`config.mk`:
```
export PLATFORM = sky130hd
export DESIGN_NAME = kmp_substring_search
export DESIGN_NICKNAME = d
export VERILOG_FILES = /design/src/rtl/core/kmp_pkg.sv /design/src/rtl/core/kmp_ram.sv /design/src/rtl/core/kmp_ctrl.sv /design/src/rtl/core/kmp_dp.sv /design/src/rtl/core/kmp_substring_search.sv
export VERILOG_INCLUDE_DIRS = /design/src /design/src/rtl/core
export SDC_FILE = /design/constraint.sdc
export NUM_CORES = 1
export LEC_CHECK = 0
export ABC_CLOCK_PERIOD_IN_PS = 4700
export BUFFER_PORTS_ARGS = -buffer_cell sky130_fd_sc_hd__buf_2
export CAP_MARGIN = 20
export CELL_PAD_IN_SITES_DETAIL_PLACEMENT = 0
export CELL_PAD_IN_SITES_GLOBAL_PLACEMENT = 2
export CORE_ASPECT_RATIO = 0.7
export CORE_UTILIZATION = 50
export CTS_CLUSTER_DIAMETER = 40
export DETAILED_ROUTE_END_ITERATION = 10
export PLACE_DENSITY_LB_ADDON = 0.05
export RECOVER_POWER = 25
export SYNTH_ARGS = -nofsm -noshare
export SYNTH_HDL_FRONTEND = slang
export SYNTH_SLANG_ARGS = --single-unit
```
`constraint.sdc`:
```
create_clock -name clock -period 4.7 [get_ports clock]
set_input_delay 0.94 -clock clock [delete_from_list [all_inputs] [get_ports clock]]
set_output_delay 0.94 -clock clock [all_outputs]
set_load 0.1 [all_outputs]
```
`src/rtl/core/kmp_substring_search_macros.svh`:
```
// Assertion macros used by the substring search controller.
`ifndef KMP_SUBSTRING_SEARCH_MACROS_SVH
`define KMP_SUBSTRING_SEARCH_MACROS_SVH

`ifndef ASSERT_OFF
`define KSS_ASSERT(lbl, clk, rst, prop, msg) \
   lbl: assert property (@(posedge clk) disable iff (rst) (prop)) else $error(msg);
`define KSS_ASSERT_NEXT(lbl, clk, rst, ante, cons, msg) \
   lbl: assert property (@(posedge clk) disable iff (rst) (ante) |=> (cons)) else $error(msg);
`else
`define KSS_ASSERT(lbl, clk, rst, prop, msg)
`define KSS_ASSERT_NEXT(lbl, clk, rst, ante, cons, msg)
`endif

`endif

```
`src/rtl/core/kmp_pkg.sv`:
```
// Shared constants, status codes and control types of the substring search block.
package kmp_pkg;

   localparam int PATTERN_MAX = 64;
   localparam int PAT_AW      = $clog2(PATTERN_MAX);
   localparam int LEN_W       = PAT_AW + 1;
   localparam int TEXT_MAX    = 65536;
   localparam int TPOS_W      = $clog2(TEXT_MAX) + 1;
   localparam int CHAR_W      = 8;
   localparam int STATUS_W    = 3;
   localparam int POS_W       = 16;
   localparam int FAIL_W      = 6;
   localparam int CALC_W      = (TPOS_W > POS_W) ? TPOS_W : POS_W;

   localparam logic [STATUS_W-1:0] ST_STORED  = 3'd0;
   localparam logic [STATUS_W-1:0] ST_FULL    = 3'd1;
   localparam logic [STATUS_W-1:0] ST_SEARCH  = 3'd2;
   localparam logic [STATUS_W-1:0] ST_MATCH   = 3'd3;
   localparam logic [STATUS_W-1:0] ST_NOMATCH = 3'd4;
   localparam logic [STATUS_W-1:0] ST_NOPAT   = 3'd5;
   localparam logic [STATUS_W-1:0] ST_AFTER   = 3'd6;
   localparam logic [STATUS_W-1:0] ST_OVER    = 3'd7;

   typedef struct packed {
      logic capture;
      logic setup;
      logic step;
      logic resolve;
      logic commit;
   } cmd_type;

   typedef struct packed {
      logic need_search;
      logic loop_more;
      logic rsp_busy;
   } stat_type;

endpackage

```
`src/rtl/core/kmp_ram.sv`:
```
// Generic single-write, single-read RAM with registered read data.
module kmp_ram #(
   parameter int WIDTH = 8,
   parameter int DEPTH = 64
) (
   input  logic                     clock,
   input  logic                     wr_en,
   input  logic [$clog2(DEPTH)-1:0] wr_addr,
   input  logic [WIDTH-1:0]         wr_data,
   input  logic [$clog2(DEPTH)-1:0] rd_addr,
   output logic [WIDTH-1:0]         rd_data
);

   logic [WIDTH-1:0] mem_ff [DEPTH];
   logic [WIDTH-1:0] rd_data_ff;

   always_ff @(posedge clock) begin
      if (wr_en) begin
         mem_ff[wr_addr] <= wr_data;
      end
      rd_data_ff <= mem_ff[rd_addr];
   end

   assign rd_data = rd_data_ff;

endmodule

```
`src/rtl/core/kmp_ctrl.sv`:
```
// Controller state machine that sequences request setup, table walk and response.
`include "kmp_substring_search_macros.svh"

module kmp_ctrl (
   input  logic              clock,
   input  logic              reset,
   input  logic              req_valid,
   output logic              req_ready,
   input  kmp_pkg::stat_type stat,
   output kmp_pkg::cmd_type  cmd
);

   localparam logic [2:0] S_IDLE = 3'd0;
   localparam logic [2:0] S_EVAL = 3'd1;
   localparam logic [2:0] S_READ = 3'd2;
   localparam logic [2:0] S_CMP  = 3'd3;
   localparam logic [2:0] S_DONE = 3'd4;

   logic [2:0] state_ff;
   logic [2:0] state_in;

   always_comb begin
      state_in = state_ff;
      unique case (state_ff)
         S_IDLE: begin
            if (req_valid) begin
               state_in = S_EVAL;
            end
         end
         S_EVAL: begin
            state_in = stat.need_search ? S_READ : S_DONE;
         end
         S_READ: begin
            state_in = S_CMP;
         end
         S_CMP: begin
            state_in = stat.loop_more ? S_READ : S_DONE;
         end
         S_DONE: begin
            if (!stat.rsp_busy) begin
               state_in = S_IDLE;
            end
         end
         default: begin
            state_in = S_IDLE;
         end
      endcase
   end

   always_ff @(posedge clock) begin
      if (reset) begin
         state_ff <= S_IDLE;
      end else begin
         state_ff <= state_in;
      end
   end

   assign req_ready   = (state_ff == S_IDLE);
   assign cmd.capture = (state_ff == S_IDLE) && req_valid;
   assign cmd.setup   = (state_ff == S_EVAL);
   assign cmd.step    = (state_ff == S_CMP) && stat.loop_more;
   assign cmd.resolve = (state_ff == S_CMP) && !stat.loop_more;
   assign cmd.commit  = (state_ff == S_DONE) && !stat.rsp_busy;

   `KSS_ASSERT_NEXT(a_capture_eval, clock, reset, cmd.capture, state_ff == S_EVAL, "request not set up")
   `KSS_ASSERT_NEXT(a_step_read, clock, reset, cmd.step, state_ff == S_READ, "fallback not reread")
   `KSS_ASSERT_NEXT(a_done_hold, clock, reset, (state_ff == S_DONE) && stat.rsp_busy, state_ff == S_DONE, "stalled response dropped")
   `KSS_ASSERT(a_cmd_onehot, clock, reset, $onehot0(cmd), "conflicting datapath commands")

endmodule

```
`src/rtl/core/kmp_dp.sv`:
```
// Datapath with pattern and failure memories, search state and response register.
module kmp_dp (
   input  logic                          clock,
   input  logic                          reset,
   input  logic                          req_action,
   input  logic                          req_first,
   input  logic                          req_last,
   input  logic [kmp_pkg::CHAR_W-1:0]    req_ch,
   output logic                          rsp_valid,
   input  logic                          rsp_ready,
   output logic [kmp_pkg::STATUS_W-1:0]  rsp_status,
   output logic [kmp_pkg::POS_W-1:0]     rsp_position,
   output logic [kmp_pkg::FAIL_W-1:0]    rsp_fail_value,
   input  kmp_pkg::cmd_type              cmd,
   output kmp_pkg::stat_type             stat
);

   logic                          act_ff, first_ff, last_ff;
   logic [kmp_pkg::CHAR_W-1:0]    ch_ff;
   logic [kmp_pkg::LEN_W-1:0]     pat_len_ff, pat_len_in;
   logic [kmp_pkg::PAT_AW-1:0]    build_pfx_ff, build_pfx_in;
   logic [kmp_pkg::PAT_AW-1:0]    match_prog_ff, match_prog_in;
   logic [kmp_pkg::TPOS_W-1:0]    text_pos_ff, text_pos_in;
   logic                          found_ff, found_in;
   logic                          ovf_ff, ovf_in;
   logic [kmp_pkg::PAT_AW-1:0]    k_ff, k_in;
   logic [kmp_pkg::LEN_W-1:0]     j_ff, j_in;
   logic                          rsp_valid_ff, rsp_valid_in;
   logic [kmp_pkg::STATUS_W-1:0]  rsp_status_ff, rsp_status_in;
   logic [kmp_pkg::POS_W-1:0]     rsp_position_ff, rsp_position_in;
   logic [kmp_pkg::FAIL_W-1:0]    rsp_fail_value_ff, rsp_fail_value_in;

   logic                          pat_first;
   logic [kmp_pkg::LEN_W-1:0]     eff_len;
   logic [kmp_pkg::PAT_AW-1:0]    eff_bp, eff_mp;
   logic [kmp_pkg::TPOS_W-1:0]    eff_tpos;
   logic                          eff_found, eff_ovf, eff_full;
   logic                          ram_we;
   logic [kmp_pkg::CHAR_W-1:0]    pat_rd;
   logic [kmp_pkg::PAT_AW-1:0]    fail_rd;
   logic                          hit;
   logic [kmp_pkg::CALC_W-1:0]    pos_calc;

   assign pat_first = !act_ff && first_ff;
   assign eff_len   = pat_first ? '0 : pat_len_ff;
   assign eff_bp    = pat_first ? '0 : build_pfx_ff;
   assign eff_mp    = first_ff ? '0 : match_prog_ff;
   assign eff_tpos  = first_ff ? '0 : text_pos_ff;
   assign eff_found = first_ff ? 1'b0 : found_ff;
   assign eff_ovf   = first_ff ? 1'b0 : ovf_ff;
   assign eff_full  = (eff_len >= kmp_pkg::LEN_W'(kmp_pkg::PATTERN_MAX));
   assign ram_we    = cmd.setup && !act_ff && !eff_full;

   assign hit = (pat_rd == ch_ff);

   assign stat.loop_more = !hit && (k_ff != '0);
   assign stat.rsp_busy  = rsp_valid_ff && !rsp_ready;
   assign stat.need_search = act_ff
      ? ((eff_len != '0) && !eff_found && !eff_ovf
         && (eff_tpos < kmp_pkg::TPOS_W'(kmp_pkg::TEXT_MAX)))
      : (!eff_full && (eff_len != '0));

   assign pos_calc = kmp_pkg::CALC_W'(text_pos_ff) + kmp_pkg::CALC_W'(1)
                     - kmp_pkg::CALC_W'(pat_len_ff);

   kmp_ram #(
      .WIDTH (kmp_pkg::CHAR_W),
      .DEPTH (kmp_pkg::PATTERN_MAX)
   ) u_pat_ram (
      .clock   (clock),
      .wr_en   (ram_we),
      .wr_addr (eff_len[kmp_pkg::PAT_AW-1:0]),
      .wr_data (ch_ff),
      .rd_addr (k_ff),
      .rd_data (pat_rd)
   );

   kmp_ram #(
      .WIDTH (kmp_pkg::PAT_AW),
      .DEPTH (kmp_pkg::PATTERN_MAX)
   ) u_fail_ram (
      .clock   (clock),
      .wr_en   (ram_we),
      .wr_addr (eff_len[kmp_pkg::PAT_AW-1:0]),
      .wr_data (eff_bp),
      .rd_addr (k_ff),
      .rd_data (fail_rd)
   );

   always_comb begin
      pat_len_in        = pat_len_ff;
      build_pfx_in      = build_pfx_ff;
      match_prog_in     = match_prog_ff;
      text_pos_in       = text_pos_ff;
      found_in          = found_ff;
      ovf_in            = ovf_ff;
      k_in              = k_ff;
      j_in              = j_ff;
      rsp_status_in     = rsp_status_ff;
      rsp_position_in   = rsp_position_ff;
      rsp_fail_value_in = rsp_fail_value_ff;
      rsp_valid_in      = rsp_ready ? 1'b0 : rsp_valid_ff;

      if (cmd.setup) begin
         if (pat_first) begin
            pat_len_in   = '0;
            build_pfx_in = '0;
         end
         if (first_ff) begin
            match_prog_in = '0;
            text_pos_in   = '0;
            found_in      = 1'b0;
            ovf_in        = 1'b0;
         end
         k_in = act_ff ? eff_mp : eff_bp;
      end

      if (cmd.step) begin
         k_in = fail_rd;
      end

      if (cmd.resolve) begin
         j_in = hit ? (kmp_pkg::LEN_W'(k_ff) + kmp_pkg::LEN_W'(1)) : '0;
      end

      if (cmd.commit) begin
         rsp_valid_in      = 1'b1;
         rsp_position_in   = '0;
         rsp_fail_value_in = '0;
         if (!act_ff) begin
            if (pat_len_ff >= kmp_pkg::LEN_W'(kmp_pkg::PATTERN_MAX)) begin
               rsp_status_in = kmp_pkg::ST_FULL;
            end else begin
               rsp_status_in     = kmp_pkg::ST_STORED;
               rsp_fail_value_in = kmp_pkg::FAIL_W'(build_pfx_ff);
               build_pfx_in      = (pat_len_ff == '0) ? '0 : j_ff[kmp_pkg::PAT_AW-1:0];
               pat_len_in        = pat_len_ff + kmp_pkg::LEN_W'(1);
            end
         end else begin
            priority if (pat_len_ff == '0) begin
               rsp_status_in = kmp_pkg::ST_NOPAT;
            end else if (found_ff) begin
               rsp_status_in = kmp_pkg::ST_AFTER;
            end else if (ovf_ff
                         || (text_pos_ff >= kmp_pkg::TPOS_W'(kmp_pkg::TEXT_MAX))) begin
               ovf_in        = 1'b1;
               rsp_status_in = kmp_pkg::ST_OVER;
            end else begin
               text_pos_in = text_pos_ff + kmp_pkg::TPOS_W'(1);
               if (j_ff >= pat_len_ff) begin
                  found_in        = 1'b1;
                  match_prog_in   = '0;
                  rsp_position_in = pos_calc[kmp_pkg::POS_W-1:0];
                  rsp_status_in   = kmp_pkg::ST_MATCH;
               end else begin
                  match_prog_in = j_ff[kmp_pkg::PAT_AW-1:0];
                  rsp_status_in = last_ff ? kmp_pkg::ST_NOMATCH : kmp_pkg::ST_SEARCH;
               end
            end
         end
      end
   end

   always_ff @(posedge clock) begin
      if (reset) begin
         pat_len_ff    <= '0;
         build_pfx_ff  <= '0;
         match_prog_ff <= '0;
         text_pos_ff   <= '0;
         found_ff      <= 1'b0;
         ovf_ff        <= 1'b0;
         rsp_valid_ff  <= 1'b0;
      end else begin
         pat_len_ff    <= pat_len_in;
         build_pfx_ff  <= build_pfx_in;
         match_prog_ff <= match_prog_in;
         text_pos_ff   <= text_pos_in;
         found_ff      <= found_in;
         ovf_ff        <= ovf_in;
         rsp_valid_ff  <= rsp_valid_in;
      end
   end

   always_ff @(posedge clock) begin
      if (cmd.capture) begin
         act_ff   <= req_action;
         first_ff <= req_first;
         last_ff  <= req_last;
         ch_ff    <= req_ch;
      end
      k_ff              <= k_in;
      j_ff              <= j_in;
      rsp_status_ff     <= rsp_status_in;
      rsp_position_ff   <= rsp_position_in;
      rsp_fail_value_ff <= rsp_fail_value_in;
   end

   assign rsp_valid      = rsp_valid_ff;
   assign rsp_status     = rsp_status_ff;
   assign rsp_position   = rsp_position_ff;
   assign rsp_fail_value = rsp_fail_value_ff;

endmodule

```
`src/rtl/core/kmp_substring_search.sv`:
```
// Top level of the Knuth-Morris-Pratt substring search block.
//
//   Channel   Direction   Ports
//   req       in          req_valid, req_ready, req_action, req_first, req_last, req_ch
//   rsp       out         rsp_valid, rsp_ready, rsp_status, rsp_position, rsp_fail_value
//
// One request is in work at a time. A request that needs no table walk goes straight to
// its response. A stored pattern character after the first, or a searched text character,
// walks the failure table; each fallback is one registered read of both memories.
// Reset clears all control state; the pattern and failure memories need no clearing.
// A new request is taken while the previous response waits; a stalled response holds
// the following one in its final state until rsp_ready frees the output register.
module kmp_substring_search (
   input  logic                          clock,
   input  logic                          reset,
   input  logic                          req_valid,
   output logic                          req_ready,
   input  logic                          req_action,
   input  logic                          req_first,
   input  logic                          req_last,
   input  logic [kmp_pkg::CHAR_W-1:0]    req_ch,
   output logic                          rsp_valid,
   input  logic                          rsp_ready,
   output logic [kmp_pkg::STATUS_W-1:0]  rsp_status,
   output logic [kmp_pkg::POS_W-1:0]     rsp_position,
   output logic [kmp_pkg::FAIL_W-1:0]    rsp_fail_value
);

   kmp_pkg::cmd_type  cmd;
   kmp_pkg::stat_type stat;

   kmp_ctrl u_ctrl (
      .clock     (clock),
      .reset     (reset),
      .req_valid (req_valid),
      .req_ready (req_ready),
      .stat      (stat),
      .cmd       (cmd)
   );

   kmp_dp u_dp (
      .clock          (clock),
      .reset          (reset),
      .req_action     (req_action),
      .req_first      (req_first),
      .req_last       (req_last),
      .req_ch         (req_ch),
      .rsp_valid      (rsp_valid),
      .rsp_ready      (rsp_ready),
      .rsp_status     (rsp_status),
      .rsp_position   (rsp_position),
      .rsp_fail_value (rsp_fail_value),
      .cmd            (cmd),
      .stat           (stat)
   );

endmodule

```
======== Word level (Yosys, flattened, before mapping) ========
Memory sizes are Yosys's and may differ from the RTL's. A register that Yosys moved wholly into a read port is not among the register bits.
Index checks and enable logic that the tools add are counted.
word-level totals
  register bits after elaboration ......... 91
  memory bits (writable) .................. 896
  input port bits ......................... 15
  output and inout port bits .............. 27
  word-level logic and storage cells ...... 129
  memories ................................ 2
operators by class
  add/subtract/negate cells ............... 4
  magnitude comparators ................... 5
  eq/ne operators ......................... 7
  mux-type cells .......................... 61
  bitwise logic cells ..................... 2
  reductions and logical operators ........ 31
memory list
  name                    depth  width  read ports  clocked after memory_dff  write ports  RTL line       text
  u_dp.u_pat_ram.mem_ff   64     8      1           1                         1            kmp_ram.sv:14  logic [WIDTH-1:0] mem_ff [DEPTH];
  u_dp.u_fail_ram.mem_ff  64     6      1           1                         1            kmp_ram.sv:14
operators by type and width
  cell                     count
  $mux W17                 7
  $mux W6                  17
  $mux W7                  5
  $mux W3                  10
  $mux W1                  21
  $add A17 B1 Y17 const B  1
  $ge A17 B17 Y1 const B   1
  $lt A17 B17 Y1 const B   1
  $sub A16 B7 Y16          1
  $pmux W3 S5              1
  $ge A7 B7 Y1 const B     2
  $logic_and A1 B1 Y1      13
  $eq A8 B8 Y1             1
  $logic_not A1 Y1         8
  $add A6 B1 Y7 const B    1
  $add A7 B1 Y7 const B    1
  $ge A7 B7 Y1             1
  $logic_not A7 Y1         1
  $reduce_bool A7 Y1       1
  $eq A3 B2 Y1 const B     2
  $reduce_bool A6 Y1       1
  $reduce_or A5 Y1         1
  $ne A2 B2 Y1 const B     2
  $reduce_bool A2 Y1       2
  other kinds (7)          8

======== Depth between registers and ports, before layout ========
Gate-level depths: netlist of the first run.
  word-level depth ........................ 10
  gate-level depth with buffers ........... 11
  gate-level depth less buffers ........... 10

======== By module ========
A second synthesis of the first run with hierarchy kept.
unflattened totals
  cells, all modules ...................... 2176
  area total of the unflattened synthesis .. 40341.2 µm²
by module, submodules not included
  module                     instances  cells an instance  area each (µm²)  seq. area each (µm²)
  kmp_ram (u_dp.u_pat_ram)   1          940                20166.8          15534.9
  kmp_ram (u_dp.u_fail_ram)  1          720                15225.9          11651.2
  kmp_dp                     1          494                4762.1           2252.2
  kmp_ctrl                   1          22                 186.4            60.1

======== Worst setup path after synthesis of the first run ========
Ideal clock, no wire load.
  path kind ............................... register to output
  start ................................... register u_ctrl.state_ff[1]
  end ..................................... output port req_ready
  data arrival time ....................... 2.502 ns
  required time ........................... 3.760 ns
  setup slack ............................. 1.258 ns
  cell stages (with the launch flop) ...... 3
  path buffers ............................ 1
  cells stage by stage .................... dfxtp_1 -> clkbuf_1 -> nor3_1
between the ends
  cells in the longest elaborated chain, start to end .. 1
RTL lines
  element                   RTL line                    text
  start: declaration        kmp_ctrl.sv:19              logic [2:0] state_ff;
  start signal: assignment  kmp_ctrl.sv:54              state_ff <= state_in;
  $logic_not A3 Y1          kmp_ctrl.sv:58              assign req_ready = (state_ff == S_IDLE);
  end: declaration          kmp_substring_search.sv:17  output logic req_ready,
Every way passes these cells.

======== Worst setup path in the final report of the first run ========
  start ................................... register u_dp.ch_ff[2] (netlist bit)
  end ..................................... memory u_dp.u_pat_ram.mem_ff[61][2], data pin
RTL lines
  element                   RTL line       text
  start: declaration        kmp_dp.sv:19   logic [kmp_pkg::CHAR_W-1:0] ch_ff;
  start signal: assignment  kmp_dp.sv:189  ch_ff <= req_ch;
  end: declaration          kmp_ram.sv:14
No word-level cell before the write port.

==> results of run 1 <==
==> state kept, by name (all words and copies together) (netlist names), 3 cells and up <==
signal	cells
u_dp.rsp_status	3
u_dp.u_fail_ram.mem_ff	384
u_dp.rsp_position	16
u_dp.ch_ff	8
u_dp.u_pat_ram.rd_data	8
u_dp.text_pos_ff	17
u_dp.pat_len_ff	7
u_dp.k_ff	6
u_dp.u_fail_ram.rd_data	6
u_ctrl.state_ff	3
u_dp.match_prog_ff	6
u_dp.rsp_fail_value	6
u_dp.j_ff	7
u_dp.build_pfx_ff	6
u_dp.u_pat_ram.mem_ff	512
==> placed cells by master, fill, tap and decap left out, types with 13 or more instances in the layout <==
cell type	count
clkbuf_16	112
bufinv_16	18
xor2_1	17
clkinvlp_4	18
ha_1	19
edfxtp_1	945
clkinv_2	15
dfxtp_1	56
nand2_1	45
o21ai_0	20
clkbuf_1	25
nor3_1	14
inv_1	17
nand3_1	19
mux4_2	280
buf_2	36
a22oi_1	36
nor2_1	135
a21oi_1	29
and2_1	13
xnor2_1	19
buf_4	90
==> per-stage QoR <==
stage               util (%)  instances  area [µm²]  setup WS, ns
floorplan                  -       1898       39400          1.26
global placement        53.4       2986       41300          1.57
detailed placement      53.4       2987       41400          1.61
CTS                     58.5       3194       45300          1.63
global route            58.5       3194       45300         0.801
finish                  58.5       3194       45300          1.11
==> where the power goes <==
| group | internal [mW] | switching (mW) | total (mW) |
|---|---|---|---|
| sequential | 9.74 | 0.0403 | 9.78 |
| combinational | 0.184 | 0.369 | 0.553 |
| clock | 5.46 | 3.67 | 9.13 |
| total | 15.4 | 4.08 | 19.5 |
==> how the worst max path moves through the flow <==
stage	start	endpoint	slack, ns	cells after the start
after floorplan	u_ctrl.state_ff[1]	req_ready	1.26	2
after global placement	u_dp.k_ff[0]	u_dp.u_pat_ram.rd_data[4]	1.57	5
after detailed placement	u_dp.k_ff[0]	u_dp.u_pat_ram.rd_data[4]	1.61	5
after CTS	u_dp.k_ff[0]	u_dp.u_pat_ram.rd_data[4]	1.63	5
after global routing	u_dp.ch_ff[2]	u_dp.u_pat_ram.mem_ff[60][2]	0.80	1
final	u_dp.ch_ff[2]	u_dp.u_pat_ram.mem_ff[61][2]	1.11	1
==> area by class of cell <==
| class | count | area, µm² | area share, % |
|---|---|---|---|
| Clock buffer | 127 | 2880 | 6.36 |
| Clock inverter | 80 | 1060 | 2.33 |
| Inverter | 17 | 63.8 | 0.141 |
| Multi-Input combinational cell | 781 | 9430 | 20.8 |
| Sequential cell | 1001 | 29500 | 65.2 |
| Tap cell | 1044 | 1310 | 2.89 |
| Timing Repair Buffer | 144 | 1020 | 2.26 |
==> logic make-up (layout without fill, tap and decap cells) <==
group	count (synthesis)	count (layout)	synth area share, %
flip-flops	1001	1001	74.9
AO/OA/AOI/OAI	129	129	2.24
AND/OR/NAND/NOR	300	300	3.65
multiplexers	296	296	16.5
buffers and inverters	116	368	1.27
adder cells (fa/ha/maj)	20	20	0.655
XOR/XNOR	36	36	0.801
==> routing by layer <==
layer / share of wire, % / track usage (%) / vias to the layer above
met5: 0 / 0 / -
met3: 8.3 / 5.82 / 116
met2: 43 / 33.8 / 719
met1: 47 / 40.2 / 10500
met4: 2.1 / 6.21 / 0
li1: - / - / 8200
==> qor.yml, run 1 <==
outcome:
  outcome: "finished with violations"
  violations: "capacitance limit, slew limit"
route:
  routed_wl_um: 96800
  via_per_inst: 6.12
  dr.pass1.iters: 7
  ant_nets: 0
  drt_iter0_drc: 2071
  drcViolationCount: 0
  post_drt_wl_per_cell_um: 30.3
  via_count: 19500
worst_setup_path:
  crit_required_ns: 4.73
  cp_cell_sequence: "clkbuf_1"
  critPathKind: "reg -> reg"
  worstPathMaxFanout: 64
  r2r_slack_ns: 1.11
  path_buf_inv: 1
  start_kind: "register"
  reg2reg_depth: 1
  worstReg2RegEnd: "u_dp.u_pat_ram.mem_ff[61][2]"
  r2r_start: "u_dp.ch_ff[2]"
  crit_family: "buffers and inverters"
  crit_slowest_cell: "clkbuf_1"
  endpoint_kind: "register"
  slowest_delay_ns: 2.19
  arrival_ns: 3.62
clock_network:
  numClockSinks: 1001
  insertion_delay_ns: 0.70
  numCtsBuffers: 111
  postCtsResizedCells: 0
  cts.clk_slew.worst_paths_ns: 0.06
  clk_path_buf_depth: 3
  cts_setup_buffers: 0
  htree_levels: 3
  clockRootBuffer: "clkbuf_16"
  cts_hold_buf: 0
  cts_tree: "yes"
synthesis:
  synth_async_sr_flop_share_pct: 0
  synthCells: 1898
  synth_area_per_cell_um2: 20.7
  yosysMostFrequentCell: "edfxtp_1"
  yosysWarnings: 0
  synth-main-ff-cell: "edfxtp_1"
  ys_top_cells_by_area: "edfxtp_1, mux4_2, dfxtp_1, nor2_1, a22oi_1"
  synth-edff-count: 945
  synth_cell_type_count: 57
  syn-num-nets: 1933
  ys_ff_latch: 1001
  yosys-top-cells-count: "edfxtp_1, mux4_2, nor2_1"
  yosysSeqAreaShare_pct: 74.9
  syn-cell-area_um2: 39400
  yosysTopAreaCellShare_pct: 72.1
  synth_top_cell_by_area: "edfxtp_1"
timing:
  rsz0062_at_grt: "no"
  max_freq_mhz: 279
  setup_viol_count_final: 0
  min_period_over_period_pct: 76.3
  hold_ws_ns: 0.415
  worst_pin_slew_ns: 3.12
  hold_viol: 0
  slew_headroom_pct: -108
  final.setup.tns_ns: 0
  finClkSkew_ns: 0.0232
  fin_crit_ns: 3.59
  final_max_slew_viol_count: 468
global_route:
  grt_pass1_vias: 19200
  grt_start_max_net_pins: 107
  grt_overflow_total: 0
  antenna_found_initial: 3
  grt_util_all_layers_pct: 24.8
  grt_first_pass_wirelength_um: 139000
pwr:
  peakVddDrop_mv: 0.293
  power_leakage_nw: 15.2
  cellPowerDensity_nw_per_um2: 430
  finalPower_mw: 19.5
die:
  die_area_um2: 79900
  die-width_um: 337
  die_h_um: 237
  ios: 42
  rows: 85
  start_util_pct: 50.8
  design.core.area_um2: 77400
finish:
  drive_above_1_share_pct: 29.3
  nNetsFinal: 2091
  diodes: 0
  n_fill_cell: 5738
  syn_to_final_growth_pct: 15.0
placed_design:
  place_congestion: 0.877
  numPortBuffers: 41
  dp_hpwl_um: 58400
min_path:
  whs_path_depth: 1
  hp-start: "req_ch[0]"
  holdPathEnd: "u_dp.ch_ff[0]"
  hp-class: "in -> reg"
job:
  max_cap_violations: 8
(Power assumes the default switching activity.)
==> run 2: changes to the inputs <==
ABC_CLOCK_PERIOD_IN_PS = 3400   (was 4700)
clock period = 3.4 ns   (was 4.7 ns; I/O delays follow)
==> run 2 against run 1 <==
  * The run still ends with capacitance limit, slew limit left
  * Cell count up 1.5%
  * Largest cell class unchanged
  * Critical path depth up 9
  * Worst hold slack worse by 0.24 ns
  * Critical endpoint is now u_dp.rsp_position[15]
==> qor.yml, run 2 (synthesis results as in run 1) <==
finish:
  final_cell_mix: "edfxtp_1, mux4_2, nor2_1"
  stdcell_area_um2: 45800
  drive_above_1_share_pct: 30.9
  biggestRegsByFlops: "u_dp.u_pat_ram.mem_ff (512), u_dp.u_fail_ram.mem_ff (384), u_dp.text_pos_ff (17)"
  layout_commonest_cell: "edfxtp_1"
  regMostFlops: "u_dp.u_pat_ram.mem_ff"
  nNetsFinal: 2134
  post-route-util_pct: 59.1
  final_cells: 3242
  largest_register_ffs: 512
  syn_to_final_growth_pct: 16.3
global_route:
  grt_pass1_vias: 19200
  grt_util_all_layers_pct: 24.4
  grt_first_pass_wirelength_um: 137000
  grt_overflow_total: 0
  antenna_found_initial: 3
  grt_start_max_net_pins: 65
route:
  via_per_inst: 6.02
  dr.pass1.iters: 7
  routed_wl_um: 94600
  via_count: 19500
  drt_iter0_drc: 2249
  drcViolationCount: 0
  post_drt_wl_per_cell_um: 29.2
  ant_nets: 0
pwr:
  power_leakage_nw: 15.5
  peakVddDrop_mv: 0.349
  cellPowerDensity_nw_per_um2: 595
clock_network:
  postCtsResizedCells: 0
  clockRootBuffer: "clkbuf_16"
  numCtsBuffers: 118
  numClockSinks: 1001
  cts_tree: "yes"
  insertion_delay_ns: 0.68
  htree_levels: 3
  clk_path_buf_depth: 3
  cts.clk_slew.worst_paths_ns: 0.06
  cts_hold_buf: 0
  cts_setup_buffers: 0
placed_design:
  dp_hpwl_um: 58600
  place_congestion: 0.826
  dp_slack_ns: 0.443
  place_inst: 3023
  numPortBuffers: 41
  placed_area_um2: 41700
worst_setup_path:
  cp_common_cell: "ha_1"
  critPathKind: "reg -> reg"
  endpoint_kind: "register"
  cp_cell_sequence: "ha_1 > and2_1 > nand2_1 > xnor2_1 > ha_1 > or2_2 > o311ai_1 > o211ai_4 > or3_1 > a21oi_1"
  slowest_delay_ns: 0.43
  arrival_ns: 3.52
  crit_slowest_cell: "dfxtp_1"
  start_kind: "register"
  worstPathMaxFanout: 8
  crit_required_ns: 3.90
die:
  die_h_um: 237
  design.core.area_um2: 77400
  rows: 85
  die-width_um: 337
  ios: 42
  start_util_pct: 50.8
  die_area_um2: 79900
outcome:
  violations: "capacitance limit, slew limit"
  outcome: "finished with violations"
timing:
  hold_viol: 0
  final.setup.tns_ns: 0
  final_max_slew_viol_count: 367
  setup_viol_count_final: 0
  fin_crit_ns: 3.01
  finClkSkew_ns: 0.0346
  min_period_over_period_pct: 88.6
  rsz0062_at_grt: "no"
  worst_slack_ns: 0.386
  slew_headroom_pct: -42.8
  max_freq_mhz: 332
  worst_pin_slew_ns: 2.14
job:
  max_cap_violations: 6
min_path:
  hp-class: "in -> reg"
## run 2: final timing paths
kind                            cells after the start                start                     to  slack [ns]
worst min-delay path                                1           req_action            u_dp.act_ff        0.18
worst max-delay path                               10  u_dp.text_pos_ff[0]  u_dp.rsp_position[15]        0.39
worst min register to register                      2          u_dp.ovf_ff            u_dp.ovf_ff        0.47
worst max register to register                     10  u_dp.text_pos_ff[0]  u_dp.rsp_position[15]        0.39
## run 2: metrics by stage
| stage | hold WS (ns) | power, mW |
|---|---|---|
| 2_1_floorplan | 0.445 | 14.2 |
| 3_3_place_gp | 0.459 | 14.6 |
| 3_5_place_dp | 0.466 | 14.6 |
| 4_1_cts | 0.142 | 27.5 |
| 5_1_grt | 0.155 | 28.0 |
| 6_report | 0.176 | 27.3 |
## run 2: cell type report
type | instances | area (µm²)
inverters | 17 | 63.8
well taps | 1044 | 1310
clock inverters | 91 | 1060
diodes | 1 | 2.50
fillers | 5748 | 31600
flip-flops and latches | 1001 | 29500
clock buffers | 127 | 3020
multi-input cells | 781 | 9430
repair buffers | 180 | 1420
## run 2: critical path, delay by kind of cell (launching register included)
| family | cells | cell delay (ns) |
|---|---|---|
| AO/OA/AOI/OAI | 3 | 0.48 |
| flip-flops | 1 | 0.43 |
| XOR/XNOR | 1 | 0.21 |
| AND/OR/NAND/NOR | 4 | 1.04 |
| adder cells (fa/ha/maj) | 2 | 0.67 |
## run 2: where the power goes
part	leakage (nW)	switching (mW)	total, mW	internal, mW
Clock	1.96	5.13	12.9	7.81
Combinational	3.77	0.544	0.819	0.275
Sequential	9.78	0.0305	13.5	13.5
Total	15.5	5.71	27.3	21.5
## run 2: routing by layer
layer | part of all wire [%] | GRT usage (%) | vias to the layer above
li1 | - | - | 8315
met1 | 49 | 41.6 | 10400
met2 | 42 | 32.2 | 678
met3 | 7.7 | 4.82 | 105
met4 | 1.6 | 5.07 | 0
met5 | 0 | 0 | -
